===== config.mk =====
export PLATFORM = sky130hd
export DESIGN_NAME = held_key_repeat_generator
export DESIGN_NICKNAME = d
export VERILOG_FILES = /design/src/hkrg_pkg.sv /design/src/hkrg_ram.sv /design/src/hkrg_unit.sv /design/src/held_key_repeat_generator.sv
export SDC_FILE = /design/constraint.sdc
export NUM_CORES = 1
export LEC_CHECK = 0
export BUFFER_PORTS_ARGS = -buffer_cell sky130_fd_sc_hd__buf_2
export CAP_MARGIN = 40
export CORE_ASPECT_RATIO = 2
export CORE_UTILIZATION = 60
export DETAILED_ROUTE_END_ITERATION = 12
export HOLD_SLACK_MARGIN = 0.03
export PLACE_DENSITY = 0.77
export SETUP_SLACK_MARGIN = 0.1
export SLEW_MARGIN = 20
export SYNTH_ARGS = -nofsm -noshare
export SYNTH_HDL_FRONTEND = slang
export SYNTH_SLANG_ARGS = --single-unit

===== constraint.sdc =====
create_clock -name clk -period 7.6 [get_ports clk]
set_input_delay 0.38 -clock clk [delete_from_list [all_inputs] [get_ports clk]]
set_output_delay 0.38 -clock clk [all_outputs]
set_load 0.01 [all_outputs]

===== src/hkrg_pkg.sv =====
// Types and constants of the held-key repeat generator.
package hkrg_pkg;

  localparam int CODE_W    = 10;
  localparam int DEV_W     = 6;
  localparam int DLY_W     = 8;
  localparam int KIND_W    = 2;
  localparam int CFG_IDX_W = 1;

  // Input function codes
  localparam logic FUNC_KEY  = 1'b0;
  localparam logic FUNC_TICK = 1'b1;

  // Result kinds
  localparam logic [KIND_W-1:0] KIND_PRESS  = 2'd0;
  localparam logic [KIND_W-1:0] KIND_REPEAT = 2'd1;
  localparam logic [KIND_W-1:0] KIND_FULL   = 2'd2;

  // Configuration register indexes
  localparam logic [CFG_IDX_W-1:0] REG_DELAY    = 1'b0;
  localparam logic [CFG_IDX_W-1:0] REG_INTERVAL = 1'b1;

  localparam logic [DLY_W-1:0] DELAY_RESET    = 8'd15;
  localparam logic [DLY_W-1:0] INTERVAL_RESET = 8'd5;

  typedef struct packed {
    logic              func;
    logic [CODE_W-1:0] key_code;
    logic [DEV_W-1:0]  device_id;
    logic              key_press;
    logic              key_up;
    logic              is_repeat;
    logic              is_dpad;
  } in_item_t;

  typedef struct packed {
    logic [KIND_W-1:0] kind;
    logic [CODE_W-1:0] out_key_code;
    logic [DEV_W-1:0]  out_device_id;
    logic              last;
  } out_item_t;

  // Flags from the shared compare unit for the entry under scan
  typedef struct packed {
    logic passed;
    logic match;
    logic less;
  } cmp_res_t;

endpackage


===== src/hkrg_ram.sv =====
// Generic single-write, single-read RAM with registered read data.
module hkrg_ram #(
  parameter int WIDTH = 8,
  parameter int DEPTH = 8,
  localparam int AW = (DEPTH > 1) ? $clog2(DEPTH) : 1
) (
  input  logic             clk,
  input  logic             wr_en,
  input  logic [AW-1:0]    wr_addr,
  input  logic [WIDTH-1:0] wr_data,
  input  logic [AW-1:0]    rd_addr,
  output logic [WIDTH-1:0] rd_data
);

  logic [WIDTH-1:0] mem_r [DEPTH];
  logic [WIDTH-1:0] rd_data_r;

  // Write one word, read one word a cycle
  always_ff @(posedge clk) begin
    if (wr_en) begin
      mem_r[wr_addr] <= wr_data;
    end
    rd_data_r <= mem_r[rd_addr];
  end

  assign rd_data = rd_data_r;

endmodule


===== src/hkrg_unit.sv =====
// Shared compare and add unit applied to one table entry per cycle.
module hkrg_unit #(
  parameter int TIME_BITS = 32
) (
  input  logic [TIME_BITS-1:0]        now,
  input  logic [TIME_BITS-1:0]        trig,
  input  logic [hkrg_pkg::CODE_W-1:0] rd_code,
  input  logic [hkrg_pkg::CODE_W-1:0] ref_code,
  input  logic [hkrg_pkg::DLY_W-1:0]  step,
  output hkrg_pkg::cmp_res_t          res,
  output logic [TIME_BITS-1:0]        sum
);
  import hkrg_pkg::*;

  logic [TIME_BITS-1:0] diff;

  // Wrap-safe trigger check: difference nonzero and in the lower half
  assign diff       = now - trig;
  assign res.passed = (diff != '0) && !diff[TIME_BITS-1];

  // Key compare against the searched or best-so-far code
  assign res.match = (rd_code == ref_code);
  assign res.less  = (rd_code < ref_code);

  // Next trigger time
  assign sum = now + TIME_BITS'(step);

endmodule


===== src/held_key_repeat_generator.sv =====
// Key event: one lookup pass over the table RAM, then its result.
// Tick: one pass over the table RAM to mark due entries, then one selection pass over the
//   table RAM for each repeat result, in ascending key order.
// One item at a time: the next start is taken only once the block is idle again, and busy
//   drops with the last result strobe, or without one if the item causes no result.
// Results are one-cycle strobes on out_strobe; the receiver cannot stall them.
// Reset (synchronous, rst_n low): table empty, time zero, delay 15 and interval 5 ticks.
module held_key_repeat_generator #(
  parameter int HELD_KEYS = 8,
  parameter int TIME_BITS = 32
) (
  input  logic                           clk,
  input  logic                           rst_n,
  input  logic                           start,
  output logic                           busy,
  input  hkrg_pkg::in_item_t             in_item,
  output logic                           out_strobe,
  output hkrg_pkg::out_item_t            out_item,
  input  logic                           cfg_valid,
  output logic                           cfg_ready,
  input  logic [hkrg_pkg::CFG_IDX_W-1:0] cfg_index,
  input  logic [hkrg_pkg::DLY_W-1:0]     cfg_data
);
  import hkrg_pkg::*;

  localparam int IDX_W  = (HELD_KEYS > 1) ? $clog2(HELD_KEYS) : 1;
  localparam int CNT_W  = $clog2(HELD_KEYS + 1);
  localparam int WORD_W = TIME_BITS + DEV_W + CODE_W;
  localparam logic [CNT_W-1:0] LAST_CNT = CNT_W'(HELD_KEYS);

  localparam logic [2:0] S_IDLE    = 3'd0;
  localparam logic [2:0] S_EV_SCAN = 3'd1;
  localparam logic [2:0] S_EV_DONE = 3'd2;
  localparam logic [2:0] S_TK_DUE  = 3'd3;
  localparam logic [2:0] S_TK_SEL  = 3'd4;
  localparam logic [2:0] S_TK_EMIT = 3'd5;

  logic [2:0]           state_r, state_nxt;
  logic [CNT_W-1:0]     rd_cnt_r, rd_cnt_nxt;
  logic [TIME_BITS-1:0] now_r, now_nxt;
  logic [DLY_W-1:0]     delay_r, delay_nxt;
  logic [DLY_W-1:0]     interval_r, interval_nxt;
  logic [HELD_KEYS-1:0] valid_r, valid_nxt;
  logic [HELD_KEYS-1:0] due_r, due_nxt;
  logic [CNT_W-1:0]     due_cnt_r, due_cnt_nxt;
  logic                 found_r, found_nxt;
  logic                 free_found_r, free_found_nxt;
  logic                 have_best_r, have_best_nxt;
  logic                 out_strobe_r, out_strobe_nxt;

  in_item_t             item_r, item_nxt;
  logic [IDX_W-1:0]     match_idx_r, match_idx_nxt;
  logic [IDX_W-1:0]     free_idx_r, free_idx_nxt;
  logic [CODE_W-1:0]    best_code_r, best_code_nxt;
  logic [DEV_W-1:0]     best_dev_r, best_dev_nxt;
  logic [IDX_W-1:0]     best_idx_r, best_idx_nxt;
  out_item_t            out_item_r, out_item_nxt;

  logic                 ram_we;
  logic [IDX_W-1:0]     ram_waddr;
  logic [WORD_W-1:0]    ram_wdata;
  logic [IDX_W-1:0]     ram_raddr;
  logic [WORD_W-1:0]    ram_rdata;

  logic [CODE_W-1:0]    rd_code;
  logic [DEV_W-1:0]     rd_dev;
  logic [TIME_BITS-1:0] rd_trig;
  logic [CNT_W-1:0]     rd_cnt_m1;
  logic [IDX_W-1:0]     eval_idx;
  logic                 eval_on;
  logic                 press;

  cmp_res_t             unit_res;
  logic [CODE_W-1:0]    unit_ref;
  logic [DLY_W-1:0]     unit_step;
  logic [TIME_BITS-1:0] unit_sum;

  // Table of held keys: {trigger, device, code} per entry
  hkrg_ram #(
    .WIDTH (WORD_W),
    .DEPTH (HELD_KEYS)
  ) u_table (
    .clk     (clk),
    .wr_en   (ram_we),
    .wr_addr (ram_waddr),
    .wr_data (ram_wdata),
    .rd_addr (ram_raddr),
    .rd_data (ram_rdata)
  );

  // Scan addressing: read entry rd_cnt, evaluate entry rd_cnt-1 from the registered read data
  assign ram_raddr = rd_cnt_r[IDX_W-1:0];
  assign rd_cnt_m1 = rd_cnt_r - CNT_W'(1);
  assign eval_idx  = rd_cnt_m1[IDX_W-1:0];
  assign eval_on   = (rd_cnt_r != '0);

  assign rd_code = ram_rdata[CODE_W-1:0];
  assign rd_dev  = ram_rdata[CODE_W +: DEV_W];
  assign rd_trig = ram_rdata[CODE_W + DEV_W +: TIME_BITS];

  assign press = item_r.key_press && !item_r.is_repeat && item_r.is_dpad;

  // Select the unit's operands for the current step
  assign unit_ref  = (state_r == S_TK_SEL) ? best_code_r : item_r.key_code;
  assign unit_step = (state_r == S_TK_EMIT) ? interval_r : delay_r;

  hkrg_unit #(
    .TIME_BITS (TIME_BITS)
  ) u_unit (
    .now      (now_r),
    .trig     (rd_trig),
    .rd_code  (rd_code),
    .ref_code (unit_ref),
    .step     (unit_step),
    .res      (unit_res),
    .sum      (unit_sum)
  );

  // Sequencer
  always_comb begin
    state_nxt      = state_r;
    rd_cnt_nxt     = rd_cnt_r;
    now_nxt        = now_r;
    delay_nxt      = delay_r;
    interval_nxt   = interval_r;
    valid_nxt      = valid_r;
    due_nxt        = due_r;
    due_cnt_nxt    = due_cnt_r;
    found_nxt      = found_r;
    free_found_nxt = free_found_r;
    have_best_nxt  = have_best_r;
    out_strobe_nxt = 1'b0;
    item_nxt       = item_r;
    match_idx_nxt  = match_idx_r;
    free_idx_nxt   = free_idx_r;
    best_code_nxt  = best_code_r;
    best_dev_nxt   = best_dev_r;
    best_idx_nxt   = best_idx_r;
    out_item_nxt   = out_item_r;
    ram_we         = 1'b0;
    ram_waddr      = free_idx_r;
    ram_wdata      = {unit_sum, item_r.device_id, item_r.key_code};

    // Take configuration writes
    if (cfg_valid) begin
      unique case (cfg_index)
        REG_DELAY:    delay_nxt    = cfg_data;
        REG_INTERVAL: interval_nxt = cfg_data;
        default:      ;
      endcase
    end

    unique case (state_r)
      S_IDLE: begin
        if (start) begin
          item_nxt   = in_item;
          rd_cnt_nxt = '0;
          if (in_item.func == FUNC_TICK) begin
            now_nxt     = now_r + TIME_BITS'(1);
            due_nxt     = '0;
            due_cnt_nxt = '0;
            state_nxt   = S_TK_DUE;
          end else begin
            found_nxt      = 1'b0;
            free_found_nxt = 1'b0;
            state_nxt      = S_EV_SCAN;
          end
        end
      end

      // Look up the key and the first free entry
      S_EV_SCAN: begin
        rd_cnt_nxt = rd_cnt_r + CNT_W'(1);
        if (eval_on) begin
          if (valid_r[eval_idx] && unit_res.match) begin
            found_nxt     = 1'b1;
            match_idx_nxt = eval_idx;
          end
          if (!valid_r[eval_idx] && !free_found_r) begin
            free_found_nxt = 1'b1;
            free_idx_nxt   = eval_idx;
          end
        end
        if (rd_cnt_r == LAST_CNT) begin
          state_nxt = S_EV_DONE;
        end
      end

      // Enter, drop or release the key
      S_EV_DONE: begin
        state_nxt = S_IDLE;
        if (press) begin
          if (!found_r) begin
            out_strobe_nxt             = 1'b1;
            out_item_nxt.out_key_code  = item_r.key_code;
            out_item_nxt.out_device_id = item_r.device_id;
            out_item_nxt.last          = 1'b1;
            if (free_found_r) begin
              out_item_nxt.kind     = KIND_PRESS;
              ram_we                = 1'b1;
              valid_nxt[free_idx_r] = !item_r.key_up;
            end else begin
              out_item_nxt.kind = KIND_FULL;
            end
          end
        end else if (item_r.key_up && found_r) begin
          valid_nxt[match_idx_r] = 1'b0;
        end
      end

      // Mark every entry whose trigger has passed
      S_TK_DUE: begin
        rd_cnt_nxt = rd_cnt_r + CNT_W'(1);
        if (eval_on && valid_r[eval_idx] && unit_res.passed) begin
          due_nxt[eval_idx] = 1'b1;
          due_cnt_nxt       = due_cnt_r + CNT_W'(1);
        end
        if (rd_cnt_r == LAST_CNT) begin
          rd_cnt_nxt    = '0;
          have_best_nxt = 1'b0;
          state_nxt     = (due_cnt_nxt == '0) ? S_IDLE : S_TK_SEL;
        end
      end

      // Find the lowest key code among the due entries
      S_TK_SEL: begin
        rd_cnt_nxt = rd_cnt_r + CNT_W'(1);
        if (eval_on && due_r[eval_idx] && (!have_best_r || unit_res.less)) begin
          have_best_nxt = 1'b1;
          best_code_nxt = rd_code;
          best_dev_nxt  = rd_dev;
          best_idx_nxt  = eval_idx;
        end
        if (rd_cnt_r == LAST_CNT) begin
          state_nxt = S_TK_EMIT;
        end
      end

      // Issue the repeat and reschedule the entry
      S_TK_EMIT: begin
        out_strobe_nxt             = 1'b1;
        out_item_nxt.kind          = KIND_REPEAT;
        out_item_nxt.out_key_code  = best_code_r;
        out_item_nxt.out_device_id = best_dev_r;
        out_item_nxt.last          = (due_cnt_r == CNT_W'(1));
        ram_we                     = 1'b1;
        ram_waddr                  = best_idx_r;
        ram_wdata                  = {unit_sum, best_dev_r, best_code_r};
        due_nxt[best_idx_r]        = 1'b0;
        due_cnt_nxt                = due_cnt_r - CNT_W'(1);
        rd_cnt_nxt                 = '0;
        have_best_nxt              = 1'b0;
        state_nxt                  = (due_cnt_r == CNT_W'(1)) ? S_IDLE : S_TK_SEL;
      end

      default: begin
        state_nxt = S_IDLE;
      end
    endcase
  end

  // Control state
  always_ff @(posedge clk) begin
    if (!rst_n) begin
      state_r      <= S_IDLE;
      rd_cnt_r     <= '0;
      now_r        <= '0;
      delay_r      <= DELAY_RESET;
      interval_r   <= INTERVAL_RESET;
      valid_r      <= '0;
      due_r        <= '0;
      due_cnt_r    <= '0;
      found_r      <= 1'b0;
      free_found_r <= 1'b0;
      have_best_r  <= 1'b0;
      out_strobe_r <= 1'b0;
    end else begin
      state_r      <= state_nxt;
      rd_cnt_r     <= rd_cnt_nxt;
      now_r        <= now_nxt;
      delay_r      <= delay_nxt;
      interval_r   <= interval_nxt;
      valid_r      <= valid_nxt;
      due_r        <= due_nxt;
      due_cnt_r    <= due_cnt_nxt;
      found_r      <= found_nxt;
      free_found_r <= free_found_nxt;
      have_best_r  <= have_best_nxt;
      out_strobe_r <= out_strobe_nxt;
    end
  end

  // Payload registers
  always_ff @(posedge clk) begin
    item_r      <= item_nxt;
    match_idx_r <= match_idx_nxt;
    free_idx_r  <= free_idx_nxt;
    best_code_r <= best_code_nxt;
    best_dev_r  <= best_dev_nxt;
    best_idx_r  <= best_idx_nxt;
    out_item_r  <= out_item_nxt;
  end

  assign busy       = (state_r != S_IDLE);
  assign cfg_ready  = 1'b1;
  assign out_strobe = out_strobe_r;
  assign out_item   = out_item_r;

endmodule


==> run metrics, run 1 <==
grt total ovfl 0; average size of a mapped cell 14.2 um2; # IOs 56; die width ~150 um; Initial Util 61.1%; adder-cell share of the synthesized area under 10%; layout cells sized above 1 18.2%; crit path kind register to register; area grow syn2layout 11.7%; GRT Total Usage 28.5%; CTS Buffer Depth 3; cells after synthesis 1741; Final Setup Violations 0; CTS resizes 0; DR DRC count 0; Fin. Hold Viols 0; Net Count, Synth 1832; Slew Limit Fails 0; final wirelength approximately 60000 um; Synth area leaders edfxtp_1 54%, dfxtp_1 10%, mux4_2 8.9%, nand2_1 2.9%, ha_1 2.8%; First-pass DRT Iterations 5; Tcrit/Tclk final approximately 60%; fraction of registers with async set/reset 0%; RSZ-0062 raised after global routing no; Via Count about 15000; Synth Area in XOR/XNOR 2.66%; fmax ~220 MHz; critical register-to-register path startpoint state_r[1]$_SDFFE_PN0P_; HPWL after detailed placement around 37000 um; vias per std cell approximately 6.4; CP max FO 33; status completed; Clock Latency Late Sink 0.58 ns; Yosys cell types 78; number of global-route vias before repair approximately 16000; H-tree depth 2; max_cap viols 0; Top FF cell, synth edfxtp_1; Slew headroom 41.3%; hold endpoint delay_r[6]$_SDFFE_PN0P_; CORE AREA 0.0405 mm2; Wirelength per Cell 24.4 um; final cell count without fillers 2385; Root Buffer Master clkbuf_16; Worst R2R Path Depth 18; initial DRC count roughly 1300; Post-Synth Simple-Gate Area 9.20%; Seq/Total Area, Yosys 64.7%; Post-synth top cells 448 x edfxtp_1, 188 x nand2_1, 127 x dfxtp_1; Post-synth EDFFs 448; initial antenna violation count 2; reg2reg end u_table.mem_r[3][47]$_DFFE_PP_; die area 0.0421 mm2; leading area contributor after synthesis edfxtp_1; Slew @ Worst Pin 0.878 ns; mux cell area share after synthesis about an eighth; GPL Wtd Cong around 1; Hold Startpoint cfg_data[6]; Worst Path Required 7.89 ns; largest net degree at the start of global routing 43; final core utilization 68.2%; YS warnings 0; nets@finish 1906; clock skew between 0.02 and 0.03 ns; main combinational cell family by area after synthesis multiplexers; pwr/cell area 237 mW/mm2; most common cell in the netlist edfxtp_1; post-synthesis compound-gate area fraction 6.64%; P_leak between 9 and 10 nW; CTS buffer count 47; synthesized cell area about 0.025 mm2; Die Y 289 um; CTS tree built; PortBufs 54; first-pass GRT wire length roughly 90000 um; Cells after DPL 2270; Routed Antenna Nets 0; Site Rows 104; CP endpoint kind register; setup TNS 0 ns; clock sinks 575; hold depth 3; fill count 2641; R2R setup slack 3.00 ns; startpoint types register; Data arrival, critical path 4.88 ns; min-delay worst type input port to register; synthesized flop and latch total 575; VDD IR-drop max 0.246 mV; Synth top area share 54.4%; clock-pin transition on the worst setup and hold timing paths 0.07 ns; min Tclk post-route 4.60 ns
[area by class of cell]
type | count | area [um2] | area share [%]
inverters | 57 | 214 | 0.775
repair buffers | 106 | 841 | 3.05
flip-flops and latches | 575 | 16000 | 58.0
clock inverters | 30 | 364 | 1.32
multi-input cells | 1028 | 8260 | 29.9
diodes | 1 | 2.50 | 0.00906
clock buffers | 58 | 1260 | 4.56
well taps | 530 | 663 | 2.40
[layout by cell type (no fill, tap or decap), types with 42 or more instances in the layout]
master	Yosys	final
clkbuf_16	0	48
o21ai_0	42	42
xor2_1	43	43
nand2_1	188	188
a21oi_1	80	80
inv_1	56	55
ha_1	55	55
nor2_1	112	104
dfxtp_1	127	124
mux4_2	98	98
buf_2	8	55
mux2_2	49	49
edfxtp_1	448	448
[per-stage QoR]
stage                     worst slack [ns]  instance area, um2  hold WS, ns  power [mW]
after global placement                3.14               25500        0.390        4.02
after CTS                             3.01               27600       0.0301        6.58
after detailed placement              3.08               25700        0.389        4.04
after floorplan                       3.08               24700        0.386        3.89
final                                 3.00               27600       0.0582        6.54
after global routing                  2.55               27600       0.0460        6.73
[kinds of logic (layout without fill, tap and decap cells)]
| group | Yosys count | in the layout |
|---|---|---|
| AOI/OAI and AO/OA | 247 | 247 |
| buffers and inverters | 138 | 251 |
| other | 1 | 2 |
| adders and majority gates | 57 | 57 |
| xor gates and xnor gates | 75 | 75 |
| muxes | 160 | 160 |
| and+or+nand+nor | 488 | 488 |
| DFF | 575 | 575 |
[repair_timing]
item / in CTS / in global routing
endpoints found under the hold margin: 30 / 0
setup endpoints to repair: 0 / 0
buffers inserted: 0 / 0
hold buffers: 26 / 0
[power breakdown]
part           internal [mW]  leakage (nW)  switching, mW  total [mW]
clock network           1.43         0.789           1.12        2.55
registers               3.43          4.94         0.0371        3.46
logic                  0.226          3.73          0.302       0.528
[flip-flops by register name (all words and copies together), names as in the netlist, 8 cells and up]
name             cells
best_code_r         10
delay_r              8
due_r                8
interval_r           8
item_r              20
now_r               32
out_item            19
u_table.mem_r      384
u_table.rd_data     48
valid_r              8
[metal layers]
| layer | track usage [%] | part of all wire, % | vias up |
|---|---|---|---|
| met5 | 0 | 0.017 | - |
| met4 | 16.8 | 5.8 | 2 |
| met3 | 3.31 | 4.7 | 188 |
| met2 | 54.1 | 55 | 588 |
| met1 | 30.3 | 34 | 7629 |
| li1 | - | - | 6748 |
[worst max-delay path by stage]
stage / from / end / slack [ns] / cells after the start
global placement: rd_cnt_r[1]$_SDFFE_PN0P_ / match_idx_r[1]$_DFFE_PP_ / 3.14 / 8
finish: state_r[1]$_SDFFE_PN0P_ / u_table.mem_r[3][47]$_DFFE_PP_ / 3.00 / 18
detailed placement: state_r[1]$_SDFFE_PN0P_ / u_table.mem_r[1][39]$_DFFE_PP_ / 3.08 / 18
floorplan: rd_cnt_r[1]$_SDFFE_PN0P_ / best_code_r[0]$_DFFE_PP_ / 3.08 / 13
global route: state_r[2]$_SDFFE_PN0P_ / u_table.mem_r[1][39]$_DFFE_PP_ / 2.55 / 18
CTS: state_r[1]$_SDFFE_PN0P_ / u_table.mem_r[1][39]$_DFFE_PP_ / 3.01 / 18
[critical path, cell delays in order, from the launching register on]
cell	delay, ns
dfxtp_1	0.43
nand2b_1	0.21
or2_2	0.29
buf_4	0.28
nand2_1	0.12
nand2_1	0.10
ha_1	0.29
a21o_1	0.11
a21oi_1	0.09
o21bai_1	0.14
a21oi_1	0.11
o21bai_1	0.14
a21oi_1	0.13
nor2b_1	0.16
o2111a_1	0.24
nand3_1	0.35
or2_2	0.51
nor2_1	0.15
xor2_1	0.48
No activity file was read; power rests on OpenSTA's default activity.
==> run 2, diff against run 1 <==
--- a/config.mk
+++ b/config.mk
@@ -5,13 +5,14 @@
 export SDC_FILE = /design/constraint.sdc
 export NUM_CORES = 1
 export LEC_CHECK = 0
+export ABC_AREA = 1
 export BUFFER_PORTS_ARGS = -buffer_cell sky130_fd_sc_hd__buf_2
 export CAP_MARGIN = 40
 export CORE_ASPECT_RATIO = 2
-export CORE_UTILIZATION = 60
+export CORE_UTILIZATION = 57
 export DETAILED_ROUTE_END_ITERATION = 12
 export HOLD_SLACK_MARGIN = 0.03
-export PLACE_DENSITY = 0.77
+export PLACE_DENSITY = 0.76
 export SETUP_SLACK_MARGIN = 0.1
 export SLEW_MARGIN = 20
 export SYNTH_ARGS = -nofsm -noshare
==> constraint.sdc (replaced) <==
create_clock -name clk -period 3.85 [get_ports clk]
set_input_delay 0.1925 -clock clk [delete_from_list [all_inputs] [get_ports clk]]
set_output_delay 0.1925 -clock clk [all_outputs]
set_load 0.01 [all_outputs]
==> run 2 against run 1 <==
  * Sequential power increased by 110%
  * Synthesized cell count rose by 53%
  * Maximum frequency up 30%
  * Cell area up 6.5%
  * Worst hold slack improved by 0.031 ns
  * Flip-flop and latch count is the same
  * Core utilization fell by 2.9 points
  * Critical path type unchanged
==> run metrics, run 2 <==
synthesized cell area 0.0259 mm2 (was 0.0247 mm2); CTS buffer count 48 (was 47); Routed Antenna Nets 0 (unchanged); die area 0.0464 mm2 (was 0.0421 mm2); Synth Area in XOR/XNOR 1.59% (was 2.66%); Seq/Total Area, Yosys 61.6% (was 64.7%); # IOs 56 (unchanged); critical register-to-register path startpoint state_r[2]$_SDFFE_PN0P_ (was state_r[1]$_SDFFE_PN0P_); RSZ-0062 raised after global routing yes (was no); fraction of registers with async set/reset 0% (unchanged); YS warnings 0 (unchanged); most common cell in the netlist nor2_1 (was edfxtp_1); max reg flops 384 (unchanged); Slew Limit Fails 0 (unchanged); Initial Util 57.7% (was 61.1%); CP endpoint kind register (unchanged); nets@finish 2869 (was 1906); CORE AREA 0.0450 mm2 (was 0.0405 mm2); initial DRC count 1341 (was 1308); vias per std cell 5.89 (was 6.35); leading area contributor after synthesis edfxtp_1 (unchanged); dpl ws -0.0279 ns (was 3.08 ns); Tcrit/Tclk final 91.6% (was 60.5%); Data arrival, critical path 3.84 ns (was 4.88 ns); Die Y 304 um (was 289 um); post-synthesis compound-gate area fraction 10.2% (was 6.64%); area grow syn2layout 13.3% (was 11.7%); R2R setup slack 0.32 ns (was 3.00 ns); grt total ovfl 0 (unchanged); max_cap viols 0 (unchanged); initial antenna violation count 0 (was 2); hold depth 5 (was 3); GPL Wtd Cong 0.992 (was 0.985); pwr/cell area 510 mW/mm2 (was 237 mW/mm2); most flop-heavy register u_table.mem_r (unchanged); hold endpoint delay_r[3]$_SDFFE_PN1P_ (was delay_r[6]$_SDFFE_PN0P_); final wirelength 71800 um (was 58300 um); Worst Path Required 4.16 ns (was 7.89 ns); Post-Synth Simple-Gate Area 18.1% (was 9.20%); die width 153 um (was 146 um); VDD IR-drop max 0.532 mV (was 0.246 mV); main combinational cell family by area after synthesis simple AND/OR/NAND/NOR gates (was multiplexers); HPWL after detailed placement 46200 um (was 37500 um); Slew headroom 34.2% (was 41.3%); Via Count 19900 (was 15200); min-delay worst type input port to register (unchanged); DR DRC count 0 (unchanged); fmax 283 MHz (was 218 MHz); PortBufs 54 (unchanged); CTS Buffer Depth 3 (unchanged); Tot Pwr 15.0 mW (was 6.54 mW); Post-synth top cells 486 x nor2_1, 451 x nand2_1, 448 x edfxtp_1 (was 448 x edfxtp_1, 188 x nand2_1, 127 x dfxtp_1); Yosys cell types 56 (was 78); Fin. Hold Viols 0 (unchanged); largest net degree at the start of global routing 201 (was 43); H-tree depth 2 (unchanged); final core utilization 65.3% (was 68.2%); Top FF cell, synth edfxtp_1 (unchanged); Worst R2R Path Depth 18 (unchanged); GRT Total Usage 30.9% (was 28.5%); crit path kind register to register (unchanged); setup TNS 0 ns (unchanged); synthesized flop and latch total 575 (unchanged); first-pass GRT wire length 107000 um (was 89600 um); clock-pin transition on the worst setup and hold timing paths 0.07 ns (about the same); Final Setup Violations 0 (unchanged); min Tclk post-route 3.53 ns (was 4.60 ns); average size of a mapped cell 9.73 um2 (was 14.2 um2); cells after synthesis 2668 (was 1741); Net Count, Synth 2759 (was 1832); CTS tree built (unchanged); adder-cell share of the synthesized area 2.81% (was 2.95%); startpoint types register (unchanged); mux cell area share after synthesis 0% (was 11.7%); P_leak 11.6 nW (was 9.45 nW); Clock Latency Late Sink 0.60 ns (was 0.58 ns); Site Rows 110 (was 104); status completed (unchanged); number of global-route vias before repair 19900 (was 16000); Wirelength per Cell 21.2 um (was 24.4 um); final cell count without fillers 3377 (was 2385); Root Buffer Master clkbuf_16 (unchanged); CP max FO 12 (was 33); n_diodes 0 (was 1); Hold Startpoint cfg_valid (was cfg_data[6]); Post-synth EDFFs 448 (unchanged); Cells after DPL 3249 (was 2270); clock skew 0.0331 ns (was 0.0271 ns); First-pass DRT Iterations 5 (unchanged); most frequent cells in the layout 476 x nor2_1, 449 x nand2_1, 448 x edfxtp_1, 267 x inv_1, 244 x o21ai_0 (was 448 x edfxtp_1, 188 x nand2_1, 124 x dfxtp_1, 104 x nor2_1, 98 x mux4_2); Slew @ Worst Pin 0.987 ns (was 0.878 ns); commonest non-fill, non-tap cell in the layout nor2_1 (was edfxtp_1); Synth area leaders edfxtp_1 52%, dfxtp_1 9.8%, nor2_1 7.0%, nand2_1 6.5%, o21ai_0 4.7% (was edfxtp_1 54%, dfxtp_1 10%, mux4_2 8.9%, nand2_1 2.9%, ha_1 2.8%); layout cells sized above 1 10.1% (was 18.2%); clock sinks 575 (unchanged); reg2reg end u_table.mem_r[7][44]$_DFFE_PP_ (was u_table.mem_r[3][47]$_DFFE_PP_); Synth top area share 51.8% (was 54.4%); Setup WS post-layout 0.322 ns (was 3.00 ns)
[run 2: how the worst max path moves through the flow]
stage | slack [ns] | end | cells past startpoint | start
floorplan | -0.39 | u_table.mem_r[1][0]$_DFFE_PP_ | 8 | state_r[0]$_SDFFE_PN0P_
global placement | 0.11 | u_table.mem_r[7][46]$_DFFE_PP_ | 19 | state_r[0]$_SDFFE_PN0P_
detailed placement | -0.03 | u_table.mem_r[6][47]$_DFFE_PP_ | 18 | state_r[0]$_SDFFE_PN0P_
CTS | 0.08 | u_table.mem_r[6][39]$_DFFE_PP_ | 18 | state_r[0]$_SDFFE_PN0P_
global route | 0.1 | state_r[2]$_SDFFE_PN0P_ | 24 | now_r[0]$_SDFFE_PN0P_
finish | 0.32 | u_table.mem_r[7][44]$_DFFE_PP_ | 18 | state_r[2]$_SDFFE_PN0P_
[run 2: area by class of cell]
cell class / count / area, um2
timing repair buffer: 158 / 1260
sequential: 575 / 16000
tap: 560 / 701
inverter: 286 / 1080
clock buffer: 64 / 1350
clock inverter: 25 / 339
multi-input combinational: 1709 / 8660
fill: 3371 / 15600
[run 2: worst max-delay path, stage by stage (launching register included)]
cell and delay [ns]:
dfxtp_2 0.37, inv_2 0.08, nor3_4 0.30, inv_4 0.12, nand2_1 0.08, nand2_1 0.07
ha_1 0.21, fa_1 0.41, a21oi_1 0.15, nor2_1 0.05, nor2_1 0.18, o21ai_1 0.12
nand3_1 0.10, nand2_2 0.09, nand3_4 0.10, nor2_4 0.05, buf_4 0.16, nand2_1 0.07
xor2_1 0.52
[run 2: layer usage]
layer / wire length [um] / vias up / share of wire (%) / GRT usage (%)
li1: - / 9277 / - / -
met2: 38700 / 794 / 54 / 58.1
met4: 6070 / 0 / 8.5 / 25.7
met3: 3640 / 294 / 5.1 / 3.59
met1: 23300 / 9515 / 32 / 29.6
met5: 0 / - / 0 / 0
[run 2: report_power, final]
group          total, mW  internal (mW)  switching (mW)
clock               5.18           2.97            2.21
combinational       2.68          0.817            1.86
sequential          7.13           7.00           0.134
total               15.0           10.8            4.20
[run 2: kinds of logic (layout without fill, tap and decap cells)]
kind of cell,after synthesis,after routing
buffers and inverters,384,533
other,1,1
adder cells (fa/ha/maj),57,57
XOR/XNOR,47,47
AND/OR/NAND/NOR,1132,1132
AO/OA/AOI/OAI,472,472
flip-flops,575,575
[run 2: timing repair]
| action | 4_1_cts | 5_1_grt |
|---|---|---|
| pin swaps | 0 | 7 |
| endpoints found under the setup margin | 64 | 128 |
| endpoints found under the hold margin | 38 | 0 |
| resized for setup | 6 | 13 |
| hold buffers | 30 | 0 |
| setup buffers | 0 | 5 |
[run 2: stage by stage]
stage / hold WS, ns / instance area [um2]
2_1_floorplan: 0.291 / 26000
3_3_place_gp: 0.370 / 27200
3_5_place_dp: 0.371 / 27200
4_1_cts: 0.0459 / 29200
5_1_grt: 0.108 / 29400
6_report: 0.0895 / 29400
==> run 3, diff against run 2 <==
--- a/config.mk
+++ b/config.mk
@@ -9,10 +9,11 @@
 export BUFFER_PORTS_ARGS = -buffer_cell sky130_fd_sc_hd__buf_2
 export CAP_MARGIN = 40
 export CORE_ASPECT_RATIO = 2
-export CORE_UTILIZATION = 57
+export CORE_MARGIN = 5
+export CORE_UTILIZATION = 48
 export DETAILED_ROUTE_END_ITERATION = 12
 export HOLD_SLACK_MARGIN = 0.03
-export PLACE_DENSITY = 0.76
+export PLACE_DENSITY = 0.66
 export SETUP_SLACK_MARGIN = 0.1
 export SLEW_MARGIN = 20
 export SYNTH_ARGS = -nofsm -noshare
==> run 3 against run 2 <==
  * Total power is 0.49% lower
  * Final cell count is 3.1% higher
  * Via count is 3.1% lower
  * Sequential power hardly changed
  * Highest routed layer unchanged
==> run metrics, run 3 (same netlist as run 2, synthesis figures left out) <==
n_diodes 0 (unchanged); Worst Path Required 4.15 ns (was 4.16 ns); crit path kind register to register (unchanged); Tcrit/Tclk final 91.2% (was 91.6%); nets@finish 2863 (was 2869); dpl ws -0.0150 ns (was -0.0279 ns); hold depth 3 (was 5); First-pass DRT Iterations 5 (unchanged); max_cap viols 0 (unchanged); final wirelength 69900 um (was 71800 um); Slew headroom 38.3% (was 34.2%); number of global-route vias before repair 19300 (was 19900); GPL Wtd Cong 0.993 (was 0.992); HPWL after detailed placement 47700 um (was 46200 um); Setup WS post-layout 0.339 ns (was 0.322 ns); Wirelength per Cell 20.1 um (was 21.2 um); Root Buffer Master clkbuf_16 (unchanged); largest net degree at the start of global routing 140 (was 201); fill count 4532 (was 3371); # IOs 56 (unchanged); clock skew 0.0274 ns (was 0.0331 ns); status completed (unchanged); min-delay worst type input port to register (unchanged); commonest non-fill, non-tap cell in the layout nor2_1 (unchanged); GRT Total Usage 23.0% (was 30.9%); CORE AREA 0.0536 mm2 (was 0.0450 mm2); die area 0.0591 mm2 (was 0.0464 mm2); Die Y 339 um (was 304 um); CP max FO 11 (was 12); CP Cell Sequence inv_2 -> nor3_4 -> buf_6 -> nand2_1 -> nand2_1 -> ha_1 -> fa_1 -> a21oi_1 -> nor2_1 -> nor2_1 -> o21ai_2 -> nand3_1 -> nand2_1 -> nand3_2 -> nor2_2 -> nand2_1 -> nor3_1 -> buf_4 -> nand4_1 -> xor2_4 (was inv_2 -> nor3_4 -> inv_4 -> nand2_1 -> nand2_1 -> ha_1 -> fa_1 -> a21oi_1 -> nor2_1 -> nor2_1 -> o21ai_1 -> nand3_1 -> nand2_2 -> nand3_4 -> nor2_4 -> buf_4 -> nand2_1 -> xor2_1); CP most frequent cell nand2_1 (unchanged); max reg flops 384 (unchanged); P_leak 11.5 nW (was 11.6 nW); pwr/cell area 506 mW/mm2 (was 510 mW/mm2); Site Rows 120 (was 110); layout cells sized above 1 10.1% (about the same); Slew @ Worst Pin 0.916 ns (was 0.987 ns); H-tree depth 2 (unchanged); reg2reg end u_table.mem_r[4][46]$_DFFE_PP_ (was u_table.mem_r[7][44]$_DFFE_PP_); fmax 285 MHz (was 283 MHz); most flop-heavy register u_table.mem_r (unchanged); Worst R2R Path Depth 20 (was 18); Hold Startpoint in_item[20] (was cfg_valid); Slowest cell on crit path dfxtp_2 (was xor2_1); initial antenna violation count 0 (unchanged); min Tclk post-route 3.51 ns (was 3.53 ns); CP endpoint kind register (unchanged); CTS tree built (unchanged); Routed Antenna Nets 0 (unchanged); clock-pin transition on the worst setup and hold timing paths 0.07 ns (about the same); PortBufs 54 (unchanged); Tot Pwr 14.9 mW (was 15.0 mW); initial DRC count 1339 (was 1341); Via Count 19300 (was 19900); die width 174 um (was 153 um); hold endpoint now_r[0]$_SDFFE_PN0P_ (was delay_r[3]$_SDFFE_PN1P_); CP max stage delay 0.36 ns (was 0.52 ns); VDD IR-drop max 0.508 mV (was 0.532 mV); critical register-to-register path startpoint state_r[2]$_SDFFE_PN0P_ (unchanged); Fin. Hold Viols 0 (unchanged); vias per std cell 5.53 (was 5.89); setup TNS 0 ns (unchanged); CTS buffer count 48 (unchanged); Slew Limit Fails 0 (unchanged); R2R setup slack 0.34 ns (was 0.32 ns); Final Setup Violations 0 (unchanged); area grow syn2layout 13.5% (was 13.3%); Data arrival, critical path 3.81 ns (was 3.84 ns); first-pass GRT wire length 106000 um (was 107000 um); grt total ovfl 0 (unchanged); startpoint types register (unchanged); most frequent cells in the layout 475 x nor2_1, 451 x nand2_1, 448 x edfxtp_1, 267 x inv_1, 245 x o21ai_0 (was 476 x nor2_1, 449 x nand2_1, 448 x edfxtp_1, 267 x inv_1, 244 x o21ai_0); CTS Buffer Depth 3 (unchanged); clock sinks 575 (unchanged); RSZ-0062 raised after global routing no (was yes); Initial Util 48.4% (was 57.7%); DR DRC count 0 (unchanged); Clock Latency Late Sink 0.58 ns (was 0.60 ns)
==> run 3: cell type report <==
cell class                      instances  area, um2  area share, %
Clock inverter                         29        365           1.24
Clock buffer                           59       1300           4.43
Tap cell                              671        840           2.85
Sequential cell                       575      16000           54.4
Multi-Input combinational cell       1709       8740           29.7
Timing Repair Buffer                  152       1110           3.78
Inverter                              286       1080           3.67
==> run 3: how the worst max path moves through the flow <==
stage               depth (start not counted)                    start                        endpoint  slack, ns
floorplan                                   8  state_r[0]$_SDFFE_PN0P_   u_table.mem_r[1][0]$_DFFE_PP_      -0.39
detailed placement                         18  state_r[0]$_SDFFE_PN0P_  u_table.mem_r[7][43]$_DFFE_PP_      -0.01
global placement                           18  state_r[0]$_SDFFE_PN0P_  u_table.mem_r[7][43]$_DFFE_PP_      0.005
CTS                                        18  state_r[0]$_SDFFE_PN0P_  u_table.mem_r[5][35]$_DFFE_PP_       0.11
finish                                     20  state_r[2]$_SDFFE_PN0P_  u_table.mem_r[4][46]$_DFFE_PP_       0.34
global route                               18  state_r[2]$_SDFFE_PN0P_  u_table.mem_r[5][44]$_DFFE_PP_       0.07
==> run 3: repair_timing <==
item	in CTS	in global routing
gates cloned	0	0
hold buffers	28	0
hold endpoints to repair	36	0
setup endpoints to repair	16	122
gates resized for setup	2	26
buffers inserted	0	3
pin swaps	0	5
==> run 3: layer usage <==
| metal | track usage [%] | vias to the layer above | share of wire, % |
|---|---|---|---|
| li1 | - | 9259 | - |
| met1 | 24.0 | 9302 | 35 |
| met2 | 44.7 | 532 | 56 |
| met3 | 2.05 | 171 | 4.0 |
| met4 | 12.4 | 0 | 5.4 |
| met5 | 0 | - | 0 |
==> run 3: worst max-delay path: cells and delay by family (launching register included) <==
family	cells	cell delay (ns)
AND/OR/NAND/NOR	12	1.47
buffers and inverters	3	0.46
adder cells (fa/ha/maj)	2	0.44
flip-flops	1	0.36
AO/OA/AOI/OAI	2	0.25
XOR/XNOR	1	0.24
==> run 3: report_power, final <==
part	internal, mW	switching [mW]	total [mW]
Clock	2.96	2.18	5.14
Sequential	7.00	0.131	7.13
Combinational	0.825	1.82	2.65
==> run 3: per-stage QoR <==
stage | cells | hold slack (ns) | cell area, um2 | util (%)
finish | 3481 | 0.0912 | 29400 | 54.9
floorplan | 2668 | 0.291 | 26000 | -
global placement | 3355 | 0.369 | 27200 | 50.8
detailed placement | 3361 | 0.371 | 27300 | 50.9
global route | 3481 | 0.0773 | 29400 | 54.9
CTS | 3477 | 0.0589 | 29200 | 54.5
